File: config.mk
export PLATFORM = sky130hd
export DESIGN_NAME = bqe_queue
export DESIGN_NICKNAME = d
export VERILOG_FILES = /design/src/sv/assert_macros.svh /design/src/sv/bqe_pkg.sv /design/src/sv/bqe_queue.sv
export SDC_FILE = /design/constraint.sdc
export NUM_CORES = 1
export LEC_CHECK = 0
export BUFFER_PORTS_ARGS = -buffer_cell sky130_fd_sc_hd__buf_2
export CORE_MARGIN = 5
export CORE_UTILIZATION = 52
export DETAILED_ROUTE_END_ITERATION = 8
export PLACE_DENSITY = 0.77
export SYNTH_ARGS = -nofsm -noshare
export SYNTH_HDL_FRONTEND = slang
export SYNTH_SLANG_ARGS = --single-unit
File: constraint.sdc
create_clock -name clock -period 6.79 [get_ports clock]
set_clock_uncertainty 0.05 [all_clocks]
set_input_delay 1.0185 -clock clock [delete_from_list [all_inputs] [get_ports clock]]
set_output_delay 1.0185 -clock clock [all_outputs]
set_load 0.01 [all_outputs]
File: src/sv/assert_macros.svh
// Assertion macros shared by the billboard quad expander RTL.
// Needs a clock named clock and an active-high reset named reset in scope.
`ifndef ASSERT_MACROS_SVH
`define ASSERT_MACROS_SVH

// cons must hold in the cycle after ante
`define BQE_ASSERT_NEXT(label, ante, cons, msg) \
   label: assert property (@(posedge clock) disable iff (reset) (ante) |=> (cons)) \
      else $error(msg);

// cons must hold in the same cycle as ante
`define BQE_ASSERT_SAME(label, ante, cons, msg) \
   label: assert property (@(posedge clock) disable iff (reset) (ante) |-> (cons)) \
      else $error(msg);

`endif

File: src/sv/bqe_pkg.sv
// Shared types, constants and helper functions of the billboard quad expander.
// No dependencies.
package bqe_pkg;

   localparam int ATLAS_TILES = 8;
   localparam int ATLAS_ROW   = 6;

   localparam logic [16:0] ONE_Q16    = 17'd65536;
   localparam int          TILE_STEP  = 65536 / ATLAS_TILES;
   localparam logic [16:0] FADE_START = 17'd45875;
   localparam int          FADE_SPAN  = 19661;
   localparam int          FADE_SHIFT = 26;
   localparam int          FADE_RECIP = (1 << FADE_SHIFT) / FADE_SPAN;

   // age divider: 18 quotient bits, 3 per cycle
   localparam int DIV_BITS      = 18;
   localparam int DIV_PER_CYCLE = 3;
   localparam int DIV_CYCLES    = DIV_BITS / DIV_PER_CYCLE;
   localparam int DIV_CNT_W     = $clog2(DIV_CYCLES);

   localparam int QUEUE_DEPTH = 2;
   localparam int QPTR_W      = $clog2(QUEUE_DEPTH);
   localparam int QCNT_W      = $clog2(QUEUE_DEPTH + 1);

   localparam int VERTS   = 6;
   localparam int VIDX_W  = $clog2(VERTS);

   typedef enum logic [2:0] {
      REG_RIGHT_X = 3'd0,
      REG_RIGHT_Y = 3'd1,
      REG_RIGHT_Z = 3'd2,
      REG_UP_X    = 3'd3,
      REG_UP_Y    = 3'd4,
      REG_UP_Z    = 3'd5,
      REG_LIGHT   = 3'd6
   } csr_idx_type;

   typedef enum logic [1:0] {
      CORNER_BL = 2'd0,
      CORNER_BR = 2'd1,
      CORNER_TR = 2'd2,
      CORNER_TL = 2'd3
   } corner_type;

   typedef struct packed {
      logic signed [15:0] right_x;
      logic signed [15:0] right_y;
      logic signed [15:0] right_z;
      logic signed [15:0] up_x;
      logic signed [15:0] up_y;
      logic signed [15:0] up_z;
      logic [16:0]        light_level;
   } cfg_type;

   // particle after the age has been worked out
   typedef struct packed {
      logic signed [31:0] pos_x;
      logic signed [31:0] pos_y;
      logic signed [31:0] pos_z;
      logic [16:0]        age;
      logic [15:0]        size_start;
      logic [15:0]        size_end;
      logic [23:0]        color_rgb;
      logic [7:0]         alpha_start;
      logic [2:0]         tile_index;
      logic               additive_mode;
   } item_type;

   // queue handshake between front and back
   typedef struct packed {
      logic full;
      logic nonempty;
   } qstat_type;

   function automatic logic [16:0] tile_coord(input logic [6:0] n);
      logic [23:0] p;
      p = 24'(n) * 24'(TILE_STEP);
      return (p > 24'(ONE_Q16)) ? ONE_Q16 : p[16:0];
   endfunction

   // triangles bl-br-tr and bl-tr-tl
   function automatic corner_type corner_of(input logic [VIDX_W-1:0] k);
      corner_type c;
      case (k)
         3'd0:    c = CORNER_BL;
         3'd1:    c = CORNER_BR;
         3'd2:    c = CORNER_TR;
         3'd3:    c = CORNER_BL;
         3'd4:    c = CORNER_TR;
         3'd5:    c = CORNER_TL;
         default: c = CORNER_BL;
      endcase
      return c;
   endfunction

endpackage

File: src/sv/bqe_queue.sv
// Short register queue between the front end and the vertex back end.
// Depends on bqe_pkg.
module bqe_queue
   import bqe_pkg::*;
(
   input  logic      clock,
   input  logic      reset,
   input  logic      push,
   input  item_type  push_item,
   input  logic      pop,
   output item_type  head_item,
   output qstat_type qstat
);

   item_type            slot_ff [QUEUE_DEPTH];
   logic [QPTR_W-1:0]   wr_ff, wr_in, rd_ff, rd_in;
   logic [QCNT_W-1:0]   cnt_ff, cnt_in;
   logic                do_push, do_pop;

   assign qstat.full     = (cnt_ff == QCNT_W'(QUEUE_DEPTH));
   assign qstat.nonempty = (cnt_ff != '0);
   assign do_push        = push && !qstat.full;
   assign do_pop         = pop && qstat.nonempty;
   assign head_item      = slot_ff[rd_ff];

   always_comb begin
      wr_in  = wr_ff;
      rd_in  = rd_ff;
      cnt_in = cnt_ff;
      if (do_push) begin
         wr_in = (wr_ff == QPTR_W'(QUEUE_DEPTH - 1)) ? '0 : wr_ff + 1'b1;
      end
      if (do_pop) begin
         rd_in = (rd_ff == QPTR_W'(QUEUE_DEPTH - 1)) ? '0 : rd_ff + 1'b1;
      end
      if (do_push && !do_pop) begin
         cnt_in = cnt_ff + 1'b1;
      end else if (do_pop && !do_push) begin
         cnt_in = cnt_ff - 1'b1;
      end
   end

   always_ff @(posedge clock) begin
      if (reset) begin
         wr_ff  <= '0;
         rd_ff  <= '0;
         cnt_ff <= '0;
      end else begin
         wr_ff  <= wr_in;
         rd_ff  <= rd_in;
         cnt_ff <= cnt_in;
      end
      if (do_push) begin
         slot_ff[wr_ff] <= push_item;
      end
   end

endmodule

Word-level counts from Yosys, hierarchy flattened
Memories as Yosys holds them, arrays and structs flattened. A register that Yosys moved wholly into a read port is not among the register bits.
Index checks and enable logic that the tools add are counted.
{"block": "classes", "addsub": 4, "eq_ne": 1, "n_mux": 8, "n_reduce_logical": 9}
{"op": "$mux W1", "count": 6}
{"op": "$logic_and A1 B1 Y1", "count": 4}
{"op": "$mux W2", "count": 2}
{"op": "$reduce_bool A2 Y1", "count": 2}
{"op": "$logic_not A1 Y1", "count": 3}
{"op": "$add A1 B1 Y1 const B", "count": 2}
{"op": "$add A2 B1 Y2 const B", "count": 1}
{"op": "$eq A2 B2 Y1 const B", "count": 1}
{"op": "$sub A2 B1 Y2 const B", "count": 1}
{"block": "totals", "ff_bits": 4, "ramBits": 362, "output_inout_bits": 183, "wordCells": 26, "memories": 1}
{"name": "slot_ff", "depth": 2, "width": 181, "read_ports": 1, "rd_ports_with_merged_regs": 1, "write_ports": 1, "line": "bqe_queue.sv:15", "rtl": "item_type slot_ff [QUEUE_DEPTH];"}

Longest topological paths before layout
{"block": "logic_depth", "depth_word": 7, "depth_mapped": 6, "ltp_nobuf": 6}

Worst setup path before layout
OpenSTA, ideal clock, no wires.
{"block": "synth_path", "path_type": "input to register", "startpoint": "input push", "endpoint": "memory slot_ff[1][0] (netlist bit), enable pin", "arrival_time_ns": 5.338, "setup_slack_ns": 0.838, "stages": 3, "cell_sequence": "inv_1 -> nor2_1 -> and2_1"}
{"block": "synth_via", "elab_chain_len": 3}
{"element": "start, declared", "line": "bqe_queue.sv:8", "rtl": "input logic push,"}
{"element": "$logic_and A1 B1 Y1", "line": "bqe_queue.sv:22", "rtl": "assign do_push = push && !qstat.full;"}
{"element": "$mux W1", "line": "bqe_queue.sv:53", "rtl": "if (do_push) begin"}
{"element": "$mux W1 (not written as such)", "line": "bqe_queue.sv:54", "rtl": "slot_ff[wr_ff] <= push_item;"}
{"element": "end, declared", "line": "bqe_queue.sv:15"}
No other way between the ends.

==> flow_summary.rst <==
.. list-table::
   :header-rows: 1

   * - Metric
     - Value
   * - Cells along the critical path
     - buf_4 -> mux2_2 -> buf_2
   * - Number of distinct library cells after synthesis
     - 16
   * - Number of detailed-routing iterations run before antenna repair
     - 4
   * - CP delay by family, top
     - buffers and inverters
   * - Path length in cells of the critical path
     - 3
   * - Grt total ovfl
     - 0
   * - Worst hold slack
     - 0.463 ns
   * - Antenna violations before repair
     - 4
   * - Leading cell types in the layout, fill and taps excluded
     - buf_2 (367), edfxtp_1 (362), mux2_2 (91)
   * - Synthesis Warnings
     - 0
   * - Clock share of power
     - 0.301
   * - Avg WL per Cell
     - 20.2 µm
   * - Remaining max-slew budget at the tightest pin
     - 0.274
   * - Status
     - finished clean
   * - CTS hold repair buffers
     - 0
   * - Xor/xnor cell area share of the yosys netlist
     - 0.00193
   * - CP Launch Type
     - flip-flop
   * - Layout fillers
     - 1744
   * - Detail Placement HPWL
     - 18.5 mm
   * - Data arrival time of the critical path
     - 2.42 ns
   * - Max Buffers Root-to-Sink
     - 3
   * - VDD IR-drop max
     - 311 µV
   * - CTS clk-pin slew, worst paths
     - 0.06 ns
   * - Combinational group share of total power
     - 0.249
   * - H-tree levels
     - 2
   * - Switching pwr
     - 1710 µW
   * - Syn Area/Cell
     - 23.2 µm²
   * - TritonCTS buffer count
     - 38
   * - Depth of the worst register-to-register path
     - 4
   * - Fraction of the cycle the final worst path needs
     - 0.513
   * - Netlist area before placement
     - 13600 µm²
   * - Slew at the pin with the worst max-slew slack
     - 1.09 ns
   * - Global-route wire length before repair
     - 39.6 mm
   * - Complex-gate fraction of the synthesized area
     - 0.00184
   * - Power Density
     - 383 nW/µm²
   * - CTS root buffer
     - clkbuf_16
   * - Proportion of total power due to net switching
     - 0.263
   * - Mux share of post-synthesis cell area
     - 0.174
   * - Internal power of the cells
     - 4800 µW
   * - Post-CTS setup-driven buffer insertion count
     - 0
   * - Die outline height
     - 172 µm
   * - Area fraction in and, or, nand and nor cells after synthesis
     - 0.00340
   * - Synth Net Count
     - 774
   * - Total routing usage reported by global routing
     - 0.175
   * - Maximum clock rate
     - 287 MHz
   * - Count of clock tree sinks
     - 367
   * - Sequential Power Share
     - 0.450
   * - Count of nets after finishing
     - 1167
   * - Worst hold path type
     - flip-flop to flip-flop
   * - Post-synthesis share of cell area spent on full adders, half adders and majority gates
     - 0.000918
   * - Worst Setup End Kind
     - primary output
   * - Leakage power summed over all cells
     - 0.00652 µW
   * - Antenna Violating Nets Remaining
     - 0
   * - Combinational family with the most area after synthesis
     - multiplexers
   * - CTS resizes
     - 0
   * - Crit Reg-Reg Startpoint
     - cnt_ff[0]
   * - Total vias in the final route
     - 6823
   * - Final Routed Wirelength
     - 27.2 mm
   * - Largest stage delay, worst path
     - 0.78 ns
   * - Clock latency on the worst-skew pair
     - 0.50 ns
   * - Initial cell density of the core
     - 0.526
   * - # setup viols final
     - 0
   * - Required time of the worst setup path
     - 5.72 ns
   * - Most common cell after layout, fill and taps aside
     - buf_2
   * - DR vias/cell
     - 5.05
   * - Type of the setup path with the least slack
     - flip-flop to primary output
   * - Register area share after synthesis
     - 0.805
   * - Total of flip-flops plus latches after synthesis
     - 367
   * - Chip Width
     - 172 µm
   * - Final Max Tran Viols
     - 0
   * - Buffers on Ports
     - 367
   * - Placeable core area
     - 25900 µm²
   * - Layout overhead on the synthesized area
     - 24.7%
   * - Min Tclk post-route
     - 3.48 ns
   * - Area of the die
     - 29600 µm²
   * - Count of boundary I/O pins
     - 368
   * - Weighted congestion at the end of routability-driven global placement
     - 0.784
   * - Final-layout setup total negative slack
     - 0 ns
   * - Number of hold violations in the final report
     - 0
   * - Number of placement rows
     - 59
   * - Buf+Inv Stages, Crit Path
     - 2
   * - Last element of the critical path
     - head_item[33]
   * - Pin count of the biggest net entering global routing
     - 100
   * - Vias in the first global route
     - 7333
   * - Worst flop-to-flop path endpoint
     - slot_ff[1][80]
   * - Critical-path maximum fanout
     - 70
   * - Number of instances in the synthesized netlist
     - 588
   * - Setup repair after global routing missed its margin
     - no
   * - CTS tree
     - yes
   * - Number of violations of the max-capacitance limit
     - 0
   * - Crit path max-delay cell type
     - buf_4
   * - Remaining DRCs
     - 0
   * - Share of cells above drive strength 1
     - 0.600
   * - Number of DRC violations after detailed-routing iteration 0
     - 369
   * - R2R Setup Slk
     - 3.98 ns
## worst min-delay path: stages (launching register included)
cell and delay, ns:
dfxtp_1 0.32, xor2_1 0.08, nor2_1 0.08
## logic make-up (layout without fill, tap and decap cells)
group	Yosys count	in the layout
adders and majority gates	1	1
and+or+nand+nor	9	9
xor gates and xnor gates	3	3
muxes	181	181
other	0	5
AOI/OAI and AO/OA	5	5
buffers and inverters	22	444
DFF	367	367
## area by class of cell
class | count | area [µm²] | area share
Clock buffer | 50 | 1060 | 0.0623
Sequential cell | 367 | 11000 | 0.646
Multi-Input combinational cell | 199 | 2490 | 0.146
Timing Repair Buffer | 373 | 1890 | 0.111
Inverter | 2 | 12.5 | 0.000736
Tap cell | 335 | 419 | 0.0247
Antenna cell | 5 | 12.5 | 0.000736
Clock inverter | 19 | 136 | 0.00802
## Yosys cell counts, drive strengths merged
library cell	count	area share
edfxtp	362	0.80
buf	20	0.012
inv	2	0.00055
and2	1	0.00046
or2	1	0.00046
a21oi	2	0.00073
nor2	4	0.0011
nor2b	1	0.00046
mux2	181	0.17
dfxtp	5	0.0073
ha	1	0.00092
o21ai	3	0.0011
or3	2	0.00092
xor2	3	0.0019
## per-layer routing
layer	GRT usage	routed length, µm
met2	0.297	13400
met3	0.0702	3140
met1	0.204	9950
met5	0	19
met4	0.0581	748
## registers in the layout, indices dropped and copies added (netlist names), named ones only
name / count
wr_ff: 1
slot_ff: 362
cnt_ff: 2
rd_ff: 1
## worst min path at each step
stage               startpoint        end  cells after the start
floorplan                wr_ff      wr_ff                      2
global placement         wr_ff      wr_ff                      2
finish                   rd_ff  flip-flop                      2
detailed placement       rd_ff  flip-flop                      2
CTS                      rd_ff  flip-flop                      2
global route             rd_ff  flip-flop                      2
## stage by stage
| stage | setup WS (ns) | area [µm²] | utilization | total power, µW | std cells |
|---|---|---|---|---|---|
| after CTS | 3.26 | 17000 | 0.656 | 6590 | 1345 |
| after detailed placement | 3.39 | 15800 | 0.609 | 4620 | 1276 |
| after global routing | 3.21 | 17000 | 0.656 | 6800 | 1348 |
| final | 3.31 | 17000 | 0.656 | 6510 | 1350 |
| after floorplan | 0.838 | 13600 | - | 4090 | 588 |
| after global placement | 3.40 | 15800 | 0.609 | 4590 | 1276 |
## power by group through the flow
stage	clock network (µW)	logic [µW]	registers [µW]
final	1960	1620	2930
after CTS	2000	1650	2930
after detailed placement	0	1640	2980
after global routing	2110	1740	2950
after floorplan	0	1100	3000
after global placement	0	1630	2960
No activity file was read; power rests on OpenSTA's default activity.
