$ cat src/sv/assert_macros.svh
// Assertion macros shared by the billboard quad expander RTL.
// Needs a clock named clock and an active-high reset named reset in scope.
`ifndef ASSERT_MACROS_SVH
`define ASSERT_MACROS_SVH

// cons must hold in the cycle after ante
`define BQE_ASSERT_NEXT(label, ante, cons, msg) \
   label: assert property (@(posedge clock) disable iff (reset) (ante) |=> (cons)) \
      else $error(msg);

// cons must hold in the same cycle as ante
`define BQE_ASSERT_SAME(label, ante, cons, msg) \
   label: assert property (@(posedge clock) disable iff (reset) (ante) |-> (cons)) \
      else $error(msg);

`endif

$ cat src/sv/bqe_pkg.sv
// Shared types, constants and helper functions of the billboard quad expander.
// No dependencies.
package bqe_pkg;

   localparam int ATLAS_TILES = 8;
   localparam int ATLAS_ROW   = 6;

   localparam logic [16:0] ONE_Q16    = 17'd65536;
   localparam int          TILE_STEP  = 65536 / ATLAS_TILES;
   localparam logic [16:0] FADE_START = 17'd45875;
   localparam int          FADE_SPAN  = 19661;
   localparam int          FADE_SHIFT = 26;
   localparam int          FADE_RECIP = (1 << FADE_SHIFT) / FADE_SPAN;

   // age divider: 18 quotient bits, 3 per cycle
   localparam int DIV_BITS      = 18;
   localparam int DIV_PER_CYCLE = 3;
   localparam int DIV_CYCLES    = DIV_BITS / DIV_PER_CYCLE;
   localparam int DIV_CNT_W     = $clog2(DIV_CYCLES);

   localparam int QUEUE_DEPTH = 2;
   localparam int QPTR_W      = $clog2(QUEUE_DEPTH);
   localparam int QCNT_W      = $clog2(QUEUE_DEPTH + 1);

   localparam int VERTS   = 6;
   localparam int VIDX_W  = $clog2(VERTS);

   typedef enum logic [2:0] {
      REG_RIGHT_X = 3'd0,
      REG_RIGHT_Y = 3'd1,
      REG_RIGHT_Z = 3'd2,
      REG_UP_X    = 3'd3,
      REG_UP_Y    = 3'd4,
      REG_UP_Z    = 3'd5,
      REG_LIGHT   = 3'd6
   } csr_idx_type;

   typedef enum logic [1:0] {
      CORNER_BL = 2'd0,
      CORNER_BR = 2'd1,
      CORNER_TR = 2'd2,
      CORNER_TL = 2'd3
   } corner_type;

   typedef struct packed {
      logic signed [15:0] right_x;
      logic signed [15:0] right_y;
      logic signed [15:0] right_z;
      logic signed [15:0] up_x;
      logic signed [15:0] up_y;
      logic signed [15:0] up_z;
      logic [16:0]        light_level;
   } cfg_type;

   // particle after the age has been worked out
   typedef struct packed {
      logic signed [31:0] pos_x;
      logic signed [31:0] pos_y;
      logic signed [31:0] pos_z;
      logic [16:0]        age;
      logic [15:0]        size_start;
      logic [15:0]        size_end;
      logic [23:0]        color_rgb;
      logic [7:0]         alpha_start;
      logic [2:0]         tile_index;
      logic               additive_mode;
   } item_type;

   // queue handshake between front and back
   typedef struct packed {
      logic full;
      logic nonempty;
   } qstat_type;

   function automatic logic [16:0] tile_coord(input logic [6:0] n);
      logic [23:0] p;
      p = 24'(n) * 24'(TILE_STEP);
      return (p > 24'(ONE_Q16)) ? ONE_Q16 : p[16:0];
   endfunction

   // triangles bl-br-tr and bl-tr-tl
   function automatic corner_type corner_of(input logic [VIDX_W-1:0] k);
      corner_type c;
      case (k)
         3'd0:    c = CORNER_BL;
         3'd1:    c = CORNER_BR;
         3'd2:    c = CORNER_TR;
         3'd3:    c = CORNER_BL;
         3'd4:    c = CORNER_TR;
         3'd5:    c = CORNER_TL;
         default: c = CORNER_BL;
      endcase
      return c;
   endfunction

endpackage

$ cat src/sv/bqe_front.sv
// Front end: accepts a particle and computes its age with a radix-8 divider.
// Depends on bqe_pkg.
module bqe_front
   import bqe_pkg::*;
(
   input  logic               clock,
   input  logic               reset,
   input  logic               req_push,
   output logic               req_full,
   input  logic signed [31:0] req_pos_x,
   input  logic signed [31:0] req_pos_y,
   input  logic signed [31:0] req_pos_z,
   input  logic [15:0]        req_life_left,
   input  logic [15:0]        req_life_total,
   input  logic [15:0]        req_size_start,
   input  logic [15:0]        req_size_end,
   input  logic [23:0]        req_color_rgb,
   input  logic [7:0]         req_alpha_start,
   input  logic [2:0]         req_tile_index,
   input  logic               req_additive_mode,
   input  qstat_type          qstat,
   output logic               q_push,
   output item_type           q_item
);

   logic                 busy_ff, busy_in;
   logic [DIV_CNT_W-1:0] cnt_ff, cnt_in;
   logic [15:0]          rem_ff, rem_in;
   logic [DIV_BITS-1:0]  num_ff, num_in;
   logic [15:0]          quo_ff, quo_in;
   logic [15:0]          total_ff;
   logic                 zero_ff;
   item_type             item_ff;
   logic [15:0]          rem_step, quo_step;
   logic [DIV_BITS-1:0]  num_step;
   logic                 done, accept;

   // three restoring steps per cycle
   always_comb begin
      logic [16:0] r2;
      rem_step = rem_ff;
      num_step = num_ff;
      quo_step = quo_ff;
      for (int j = 0; j < DIV_PER_CYCLE; j++) begin
         r2       = {rem_step, num_step[DIV_BITS-1]};
         num_step = {num_step[DIV_BITS-2:0], 1'b0};
         if (r2 >= {1'b0, total_ff}) begin
            rem_step = 16'(r2 - {1'b0, total_ff});
            quo_step = {quo_step[14:0], 1'b1};
         end else begin
            rem_step = r2[15:0];
            quo_step = {quo_step[14:0], 1'b0};
         end
      end
   end

   assign done     = busy_ff && (cnt_ff == DIV_CNT_W'(DIV_CYCLES - 1));
   assign q_push   = done && !qstat.full;
   assign req_full = busy_ff && !q_push;
   assign accept   = req_push && !req_full;

   always_comb begin
      q_item = item_ff;
      if (total_ff == 16'd0) begin
         q_item.age = ONE_Q16;
      end else if (zero_ff) begin
         q_item.age = 17'd0;
      end else begin
         q_item.age = ONE_Q16 - {1'b0, quo_step};
      end
   end

   always_comb begin
      busy_in = busy_ff;
      cnt_in  = cnt_ff;
      rem_in  = rem_ff;
      num_in  = num_ff;
      quo_in  = quo_ff;
      if (accept) begin
         busy_in = 1'b1;
         cnt_in  = '0;
         rem_in  = {2'b00, req_life_left[15:2]};
         num_in  = {req_life_left[1:0], 16'd0};
         quo_in  = '0;
      end else if (q_push) begin
         busy_in = 1'b0;
      end else if (busy_ff && !done) begin
         cnt_in = cnt_ff + 1'b1;
         rem_in = rem_step;
         num_in = num_step;
         quo_in = quo_step;
      end
   end

   always_ff @(posedge clock) begin
      if (reset) begin
         busy_ff <= 1'b0;
         cnt_ff  <= '0;
      end else begin
         busy_ff <= busy_in;
         cnt_ff  <= cnt_in;
      end
      rem_ff <= rem_in;
      num_ff <= num_in;
      quo_ff <= quo_in;
      if (accept) begin
         total_ff              <= req_life_total;
         zero_ff               <= (req_life_left >= req_life_total);
         item_ff.pos_x         <= req_pos_x;
         item_ff.pos_y         <= req_pos_y;
         item_ff.pos_z         <= req_pos_z;
         item_ff.age           <= '0;
         item_ff.size_start    <= req_size_start;
         item_ff.size_end      <= req_size_end;
         item_ff.color_rgb     <= req_color_rgb;
         item_ff.alpha_start   <= req_alpha_start;
         item_ff.tile_index    <= req_tile_index;
         item_ff.additive_mode <= req_additive_mode;
      end
   end

endmodule

$ cat config.mk
export PLATFORM = sky130hd
export DESIGN_NAME = bqe_front
export DESIGN_NICKNAME = d
export VERILOG_FILES = /design/src/sv/assert_macros.svh /design/src/sv/bqe_pkg.sv /design/src/sv/bqe_front.sv
export SDC_FILE = /design/constraint.sdc
export NUM_CORES = 1
export LEC_CHECK = 0
export BUFFER_PORTS_ARGS = -buffer_cell sky130_fd_sc_hd__buf_2
export CORE_MARGIN = 2
export CORE_UTILIZATION = 40
export DETAILED_ROUTE_END_ITERATION = 12
export GPL_ROUTABILITY_DRIVEN = 0
export HOLD_SLACK_MARGIN = 0.02
export PLACE_DENSITY = 0.78
export RECOVER_POWER = 100
export SETUP_SLACK_MARGIN = 0.1
export SYNTH_ARGS = -nofsm -noshare
export SYNTH_HDL_FRONTEND = slang
export SYNTH_SLANG_ARGS = --single-unit
$ cat constraint.sdc
create_clock -name clock -period 22.5 [get_ports clock]
set_clock_uncertainty 0.05 [all_clocks]
set_input_delay 3.375 -clock clock [delete_from_list [all_inputs] [get_ports clock]]
set_output_delay 3.375 -clock clock [all_outputs]
set_load 0.01 [all_outputs]
# Word level (Yosys, flattened, before mapping)
# Index checks and enable logic that the tools add are counted.
classes:
  n_addsub: 5
  order_cmp: 4
  muxes: 16
  reduce_logical: 15
  n_eq_ne: 2
  bitwise_logic: 1
ops:
  columns: ["operator", "count"]
  rows:
  - ["18-bit two-way mux", 3]
  - ["17-bit by 16-bit >= comparator with 1-bit output", 3]
  - ["16-bit two-way mux", 3]
  - ["16-bit subtractor", 3]
  - ["14-bit two-way mux", 3]
  - ["17-bit two-way mux", 2]
  - ["17-bit by 16-bit subtractor with 17-bit output (first input constant)", 1]
  - ["16-bit >= comparator", 1]
  - ["16-bit logical NOT", 1]
  - ["1-bit logical AND", 5]
  - ["1-bit two-way mux", 5]
  - ["1-bit logical NOT", 4]
  - ["2-bit AND reduction", 2]
  - ["2-bit nonzero test", 2]
  - ["3-bit by 1-bit adder with 3-bit output (second input constant)", 1]
  - ["3-bit equality test (second input constant)", 1]
  - ["2-bit by 1-bit != test with 1-bit output (second input constant)", 1]
  - ["2-bit OR reduction", 1]
  - ["1-bit inverter", 1]
word_totals:
  wordCells: 60
  inputBits: 201
  out_inout_bits: 183
  regBits: 216

# Logic depth before layout (Yosys ltp)
# Gate-level depths: netlist of the first run.
depth:
  depth_word: 9
  mapped_depth: 38
  ltp_nobuf: 36

# Worst setup path before layout of the first run
# OpenSTA, ideal clock, no wires.
synth_path:
  path_type: "register to output"
  startpoint: "register rem_ff[13]"
  endpoint: "output q_item[80] (netlist bit)"
  n_path_buf: 4
  arrival_ns: 8.045
  t_required_ns: 19.075
  slack_ns: 11.030
  stages_incl_launch_ff: 36
  path_cell_list: "edfxtp_1 -> ha_1 -> a21o_1 -> a211o_1 -> nor3_1 -> o21ai_1 -> nand2_1 -> clkbuf_1 -> clkbuf_1 -> mux2i_1 -> inv_1 -> ha_1 -> o21a_1 -> o31a_1 -> o31ai_1 -> nand2_1 -> a221o_1 -> a21oi_1 -> nand2_1 -> clkbuf_1 -> mux2_2 -> ha_1 -> or4_1 -> o21ai_0 -> a31oi_1 -> nor4_1 -> o31ai_1 -> nor4_1 -> nor2_1 -> inv_2 -> buf_2 -> ha_1 -> nand3_1 -> or4_1 -> xnor2_1 -> nor2_1"
synth_rtl:
  columns: ["item", "line_no", "text"]
  rows:
  - ["from (decl)", "bqe_front.sv:28", "logic [15:0] rem_ff, rem_in;"]
  - ["from (signal assigned)", "bqe_front.sv:103", "rem_ff <= rem_in;"]
  - ["to (decl)", "bqe_front.sv:23", "output item_type q_item"]

==> impl_metrics.ini, run 1 <==
[run]
drv_cap = 2

[clocking]
insertion_delay_ns = 0.52
clockBufferDepth = 3
cts.sink_count = 216
cts_buffers = 23
clk_pin_slew_ns = 0.07
post_cts_buffers = 0
cts-root-buf = clkbuf_16
htree_levels = 1
cts-resized-gates = 0
cts_tree = yes
postCtsHoldBufs = 0

[drt]
drtPass1Iterations = 5
routed_wl_um = 35800
antenna_left = 0
num_vias = 8722
vias_per_cell = 5.475
wl_per_cell_um = 22.47
first_iter_violations = 779
post-route-drc-count = 0

[placed_design]
hpwl_um = 28490
place_worst_setup_slack_ns = 9.122
dpl-instance-area_um2 = 12760
port_buffers = 382

[setup_path]
end_kind = output pin
crit_type = flip-flop to output pin
critical-path-top-delay-family = simple AND/OR/NAND/NOR gates
crit_buf_inv = 6
crit_fanout = 21
cp.required_ns = 19.08
cp_common_cell = ha_1
cpMaxStageDelayCell = nand2_1
max_stage_delay_ns = 0.57
cp-start-kind = flip-flop
crit_arrival_ns = 11.67

[logic_synthesis]
synth_edf_count = 197
synth.distinct_cells = 58
synth_warnings = 0
syn_nets = 1116
yosys_most_used_dff = edfxtp_1
synth_area_per_cell_um2 = 12.39
syn_inst = 845
synthArstFlopShare_pct = 0
seq_area_frac_synth_pct = 60.12
synth_seq_cells = 216
synth.cell_area_um2 = 10470

[power]
power.density_nw_per_um2 = 202.3
peakVddDrop_mv = 0.1596
p_leak_nw = 5.358
total_power_mw = 2.669

[die]
die-area_um2 = 27490
start_util_pct = 40.42
ioPinCount = 384
die_h_um = 165.8
core_um2 = 25910
dieWidth_um = 165.8
core.rowCount = 59

[timing]
holdWs_ns = 0.4329
hold_violations = 0
setup_viol = 0
rsz0062_at_grt = false
fin_crit_ns = 15.10
fin_ws_ns = 7.402
finalCritPeriodShare_pct = 67.10
slew_viol_final = 215
setup-tns-final_ns = 0
relSlewSlack_pct = -211.9
worst_pin_slew_ns = 4.653
fmax_mhz = 66.23

[global_routing]
grt_pass1_wl_um = 52410
overflow = 0
grt_max_degree = 119
grt_pass1_vias = 8598
antenna_found_initial = 12
grt_util_all_layers_pct = 25.19

[outcome]
violations = capacitance limit, slew limit
status = complete, but fails checks

[min_path]
hp-class = flip-flop to flip-flop

[final_layout]
final_cell_mix = clkbuf_1 (222), edfxtp_1 (197), buf_2 (167)
drive_gt1_share_pct = 18.15
final_common_cell = clkbuf_1
stdcell_area_um2 = 13200
layout.nets = 1507
area_growth_pct = 26.00
## metrics by stage
step | utilization [%] | cells
2_1_floorplan | - | 845
5_1_grt | 50.92 | 1592
4_1_cts | 51.98 | 1586
3_5_place_dp | 49.25 | 1546
6_report | 50.92 | 1593
3_3_place_gp | 49.25 | 1546
## power by group
group,internal [mW],switching [mW],total (mW)
Clock,0.199,0.159,0.358
Combinational,0.727,1.03,1.76
Sequential,0.520,0.0296,0.549
Total,1.45,1.22,2.67
## worst register-to-register path, delay by kind of cell, from the launching register on
kind / cells / cell delay (ns)
simple gates: 10 / 3.25
flops: 1 / 0.44
buf+inv: 5 / 1.47
compound gates: 11 / 3.32
mux: 1 / 0.52
fa+ha+maj: 3 / 0.93
## Yosys cell counts, drive strengths merged, types with 9 or more instances
master | count | share of area, %
o31ai | 10 | 0.72
a21o | 20 | 1.4
or4 | 9 | 0.65
nor3 | 20 | 0.96
nand2 | 67 | 2.4
nand3 | 28 | 1.3
nor2 | 51 | 1.8
mux2 | 10 | 1.1
clkbuf | 14 | 0.50
a31o | 13 | 1.1
a21oi | 41 | 2.0
inv | 55 | 2.0
o21a | 11 | 0.79
ha | 67 | 8.0
o41ai | 9 | 0.75
edfxtp | 197 | 56
o21ai | 32 | 1.5
dfxtp | 19 | 3.6
xor2 | 22 | 1.8
xnor2 | 28 | 2.3
nor4 | 12 | 0.72
## layout make-up
type                       count  area (um2)
multi-input combinational    554        3891
clock inverter                12       80.08
fill                        2354       12720
sequential                   216        6296
tap                          335       419.2
timing repair buffer         386        1658
antenna                        7       17.52
clock buffer                  28       625.6
inverter                      55       207.7
## state kept, by name, summed over array words and instances (netlist names)
signal / count
q_item: 164
quo_ff: 13
rem_ff: 16
zero_ff: 1
busy_ff: 1
total_ff: 16
num_ff: 2
cnt_ff: 3
## per-layer routing
layer	vias up	GRT usage (%)	wire length [um]
met2	458	40.72	17250
met5	-	0	11
met1	4226	31.17	13500
li1	3970	-	-
met3	66	9.890	4092
met4	2	8.015	944
## path summary, 6_finish.rpt
path,start,to,slack [ns],cells after the start
setup / recovery,total_ff[1]$_DFFE_PP_,q_item[80],7.40,35
hold / removal,quo_ff[3]$_SDFFE_PP0P_,quo_ff[6]$_SDFFE_PP0P_,0.43,2
setup reg to reg,total_ff[1]$_DFFE_PP_,rem_ff[0]$_DFFE_PP_,12.05,30
hold reg to reg,quo_ff[3]$_SDFFE_PP0P_,quo_ff[6]$_SDFFE_PP0P_,0.43,2
## kinds of logic after synthesis
kind of cell    after synthesis  synth area share [%]
simple gates                236                 10.94
flops                       216                 60.12
compound gates              183                 11.86
buf+inv                      75                 2.724
fa+ha+maj                    70                 8.578
xor+xnor                     50                 4.182
mux                          15                 1.589
No activity file was read; power rests on OpenSTA's default activity.
==> run 2, diff against run 1 <==
- ABC_AREA: unset -> 1
- PLACE_DENSITY: 0.78 -> 0.8
- clock period: 22.5 -> 12.6 ns (I/O delays scaled with it)
==> run 2 against run 1 <==
The run still ends with capacitance limit, slew limit left. Total power rose by 67%. Highest routed layer unchanged. Register-to-register slack got worse by 8.4 ns. Sequential share of layout area fell by 1.0 points. Critical path depth is 9 higher. Sequential cell count unchanged. Cell area rose by 2.2%. Critical path type unchanged. Synthesized area grew 2.7%. Synthesized cell count rose by 18%. Global-route usage is 0.85 points lower.
==> impl_metrics.ini, run 2 <==
[global_routing]
grt_pass1_vias = 9037
overflow = 0
grt_pass1_wl_um = 51780
grt_max_degree = 121
grt_util_all_layers_pct = 24.35
antenna_found_initial = 7

[run]
drv_cap = 2

[outcome]
violations = capacitance limit, slew limit
status = complete, but fails checks

[drt]
antenna_left = 0
first_iter_violations = 749
post-route-drc-count = 0
num_vias = 9121
vias_per_cell = 5.191
drtPass1Iterations = 6
routed_wl_um = 35080
wl_per_cell_um = 19.96

[power]
peakVddDrop_mv = 0.2931
power.density_nw_per_um2 = 330.8
p_leak_nw = 5.796

[clocking]
htree_levels = 1
postCtsHoldBufs = 0
cts-resized-gates = 0
cts_tree = yes
insertion_delay_ns = 0.50
cts.sink_count = 216
post_cts_buffers = 0
cts_buffers = 23
clk_pin_slew_ns = 0.06
clockBufferDepth = 3
cts-root-buf = clkbuf_16

[min_path]
hp-class = flip-flop to flip-flop

[setup_path]
cp.required_ns = 10.66
cp_common_cell = nand2_1
cp-start-kind = flip-flop
cpMaxStageDelayCell = nand3_1
end_kind = output pin
crit_arrival_ns = 8.99
crit_buf_inv = 8
max_stage_delay_ns = 0.72
crit_type = flip-flop to output pin
crit_fanout = 19
critical-path-top-delay-family = simple AND/OR/NAND/NOR gates

[timing]
setup-tns-final_ns = 0
slew_viol_final = 206
setup_viol = 0
finalCritPeriodShare_pct = 86.72
fmax_mhz = 91.51
rsz0062_at_grt = false
worst_pin_slew_ns = 4.909
relSlewSlack_pct = -227.3
fin_crit_ns = 10.93
hold_violations = 0

[logic_synthesis]
seq_area_frac_synth_pct = 58.57
synth_commonest_cells = nand2_1 (198), edfxtp_1 (197), inv_1 (127)
yosys_most_used_dff = edfxtp_1
synth_edf_count = 197
synth.most_common_cell = nand2_1
synth_top_family_by_area = simple AND/OR/NAND/NOR gates
synthXorXnorAreaFrac_pct = 2.851
synth.distinct_cells = 58
synth_top_area_share_pct = 55.03
muxShareOfSynthArea_pct = 0
synth_warnings = 0
syn_inst = 998
synthAdderAreaFrac_pct = 8.357
synth.largest_area_cell = edfxtp_1
synth_compound_area_share_pct = 9.486
yosys-top-cells-area = edfxtp_1 (55%), ha_1 (7.8%), nand2_1 (6.9%)
synth-simple-area-share_pct = 15.15
synth_seq_cells = 216
synthArstFlopShare_pct = 0
synth.cell_area_um2 = 10750
syn_nets = 1269
synth_area_per_cell_um2 = 10.77

[placed_design]
port_buffers = 382
hpwl_um = 27840

[die]
die-area_um2 = 28200
dieWidth_um = 167.9
core.rowCount = 60
die_h_um = 167.9
ioPinCount = 384
start_util_pct = 40.34
core_um2 = 26650

[final_layout]
drive_gt1_share_pct = 19.66
largest_register_ff_count = 164
final_cell_mix = nand2_1 (198), clkbuf_1 (198), edfxtp_1 (197)
area_growth_pct = 25.47
post-route-util_pct = 50.61
layout.nets = 1664
-- run 2: kinds of logic after synthesis --
family / after synthesis
AOI/OAI and AO/OA: 170
xor gates and xnor gates: 35
adders and majority gates: 70
buffers and inverters: 149
DFF: 216
and+or+nand+nor: 358
-- run 2: area by class of cell --
type | instances | area (um2)
Antenna cell | 7 | 17.52
Clock buffer | 25 | 583.1
Clock inverter | 16 | 156.4
Fill cell | 2419 | 13160
Inverter | 136 | 519.2
Multi-Input combinational cell | 633 | 3817
Sequential cell | 216 | 6296
Tap cell | 341 | 426.7
Timing Repair Buffer | 383 | 1672
-- run 2: worst paths after layout --
path	start	endpoint	slack (ns)	cells past startpoint
max	total_ff[11]$_DFFE_PP_	q_item[82]	1.67	44
min	cnt_ff[2]$_SDFFE_PP0P_	cnt_ff[2]$_SDFFE_PP0P_	0.43	2
max reg2reg	cnt_ff[1]$_SDFFE_PP0P_	rem_ff[15]$_SDFFE_PP0P_	3.61	11
min reg2reg	cnt_ff[2]$_SDFFE_PP0P_	cnt_ff[2]$_SDFFE_PP0P_	0.43	2
-- run 2: layer usage --
layer | global-route usage [%] | vias to the layer above | part of all wire, % | routed length, um
met3 | 9.803 | 80 | 12 | 4139
met5 | 0 | - | 0.037 | 13
met1 | 28.06 | 4329 | 36 | 12750
li1 | - | 4258 | - | -
met2 | 41.36 | 452 | 48 | 16990
met4 | 8.091 | 2 | 3.4 | 1192
-- run 2: worst register-to-register path, cell delays in order (launching register included) --
cell and delay [ns]:
dfxtp_1 0.36, inv_1 0.06, ha_1 0.17, nand2_1 0.08, nor3_1 0.06, nor2_1 0.13, inv_1 0.07, nand2_1 0.43
clkinvlp_2 3.78, nor2_1 2.60, inv_1 0.75, o221ai_1 0.37
-- run 2: where the power goes --
part / switching, mW / total, mW / internal [mW]
registers: 0.0468 / 0.967 / 0.920
logic: 1.81 / 2.82 / 1.00
clock network: 0.280 / 0.676 / 0.395
-- run 2: stage by stage --
| step | area (um2) | hold slack, ns | worst slack (ns) | total power, mW | cells |
|---|---|---|---|---|---|
| after CTS | 13760 | 0.4328 | 2.673 | 4.459 | 1750 |
| after global placement | 13020 | 0.4074 | 3.421 | 3.703 | 1709 |
| final | 13490 | 0.4326 | 1.673 | 4.462 | 1757 |
| after global routing | 13480 | 0.4652 | 0.8995 | 4.813 | 1754 |
| after floorplan | 10750 | 0.3985 | 3.802 | 3.205 | 998 |
| after detailed placement | 13020 | 0.4246 | 3.237 | 3.769 | 1709 |
==> run 3, diff against run 2 <==
- ABC_AREA: 1 -> unset
==> run 3 against run 2 <==
Largest power group unchanged. Sequential cell count is the same. Utilization grew 0.65 points. Cell area shrank 1.5%. Cell count shrank 9.2%. Highest routed layer is now met4. The run still ends with capacitance limit, slew limit left. Non-clock buffer count grew 3. Sequential power grew 1%. Register-to-register slack lost 0.50 ns. Worst setup slack lost 0.99 ns.
==> impl_metrics.ini, run 3 (synthesis results as in run 1) <==
[run]
drv_cap = 2

[placed_design]
dp.cells = 1546
hpwl_um = 28150
port_buffers = 382

[global_routing]
antenna_found_initial = 10
grt_pass1_wl_um = 52590
grt_max_degree = 135
grt_util_all_layers_pct = 25.17
overflow = 0
grt_pass1_vias = 8567

[timing]
worst_pin_slew_ns = 5.071
fmax_mhz = 83.88
setup-tns-final_ns = 0
rsz0062_at_grt = false
setup_viol = 0
hold_violations = 0
relSlewSlack_pct = -239.9
slew_viol_final = 215
finalCritPeriodShare_pct = 94.62
fin_crit_ns = 11.92

[min_path]
hold-path-cell-count = 2
whs_endpoint = quo_ff[8]$_SDFFE_PP0P_
min-delay-start = quo_ff[5]$_SDFFE_PP0P_
hp-class = flip-flop to flip-flop

[outcome]
violations = capacitance limit, slew limit
status = complete, but fails checks

[power]
p_leak_nw = 5.388
peakVddDrop_mv = 0.2483
total_power_mw = 4.866
power.density_nw_per_um2 = 366.4

[die]
start_util_pct = 40.42
die-area_um2 = 27490
core.rowCount = 59
die_h_um = 165.8
ioPinCount = 384
core_um2 = 25910
dieWidth_um = 165.8

[final_layout]
largest_register_ff_count = 164
final_cell_mix = clkbuf_1 (222), edfxtp_1 (197), buf_2 (164)
final_common_cell = clkbuf_1
layoutNonFillerInstCount = 1596
area_growth_pct = 26.82
layout.nets = 1507
fillerInstances = 2332
drive_gt1_share_pct = 18.69

[setup_path]
cp_common_cell = ha_1
crit_fanout = 21
r2r_slack_ns = 3.11
cp.required_ns = 10.66
max_stage_delay_ns = 0.51
end_kind = output pin
cp-start-kind = flip-flop
reg2reg_to = cnt_ff[1]$_SDFFE_PP0P_
r2r_start = cnt_ff[1]$_SDFFE_PP0P_
worstRegToRegCells = 9
crit_arrival_ns = 9.98
cpMaxStageDelayCell = or4_1
crit_type = flip-flop to output pin

[drt]
first_iter_violations = 919
wl_per_cell_um = 22.38
vias_per_cell = 5.456
post-route-drc-count = 0
antenna_left = 0
routed_wl_um = 35720
drtPass1Iterations = 5
num_vias = 8707

[clocking]
cts_tree = yes
cts-root-buf = clkbuf_16
htree_levels = 1
cts.sink_count = 216
postCtsHoldBufs = 0
clockBufferDepth = 3
cts_buffers = 23
clk_pin_slew_ns = 0.06
insertion_delay_ns = 0.52
run 3: worst max-delay path, delay by kind of cell (launching register included):
family	cells	cell delay, ns
muxes	1	0.39
adders and majority gates	4	1.21
AOI/OAI and AO/OA	10	2.75
buffers and inverters	6	1.16
xor gates and xnor gates	1	0.14
and+or+nand+nor	13	3.36
DFF	1	0.42
run 3: worst max-delay path by stage:
stage,slack (ns),endpoint,from
floorplan,2.62,q_item[80],rem_ff[13]$_DFFE_PP_
global placement,0.97,q_item[80],total_ff[1]$_DFFE_PP_
detailed placement,0.68,q_item[80],total_ff[1]$_DFFE_PP_
CTS,0.28,q_item[80],total_ff[1]$_DFFE_PP_
global route,0.10,q_item[80],total_ff[1]$_DFFE_PP_
finish,0.68,q_item[80],total_ff[1]$_DFFE_PP_
run 3: timing repair:
| item | in CTS | in global routing |
|---|---|---|
| buffers inserted | 0 | 0 |
| pin swaps | 0 | 0 |
| resized for setup | 1 | 4 |
| setup endpoints to repair | 1 | 7 |
run 3: layer usage:
metal,track usage [%],wire [um]
met5,0,0
met4,7.940,1132
met3,9.557,4159
met2,41.13,16890
met1,30.98,13550
run 3: area by class of cell:
cell class,count,area [um2],share of cell area (%)
Tap cell,335,419.2,3.156
Sequential cell,216,6296,47.40
Inverter,55,207.7,1.564
Clock inverter,15,177.7,1.338
Multi-Input combinational cell,554,3909,29.43
Timing Repair Buffer,386,1663,12.52
Clock buffer,26,586.8,4.418
Antenna cell,9,22.52,0.1696
run 3: power by group:
| part | leakage [nW] | internal [mW] | switching, mW |
|---|---|---|---|
| logic | 2.98 | 1.32 | 1.87 |
| registers | 2.04 | 0.927 | 0.0515 |
| clock network | 0.369 | 0.402 | 0.295 |
| total | 5.39 | 2.65 | 2.21 |
run 3: through the flow:
stage	setup WS [ns]	cell area, um2	utilization [%]	hold slack (ns)
6_report	0.6780	13280	51.26	0.4377
3_3_place_gp	0.9708	12760	49.25	0.4173
5_1_grt	0.1041	13270	51.23	0.4670
2_1_floorplan	2.615	10470	-	0.4008
3_5_place_dp	0.6781	12760	49.25	0.4298
4_1_cts	0.2829	13530	52.21	0.4373
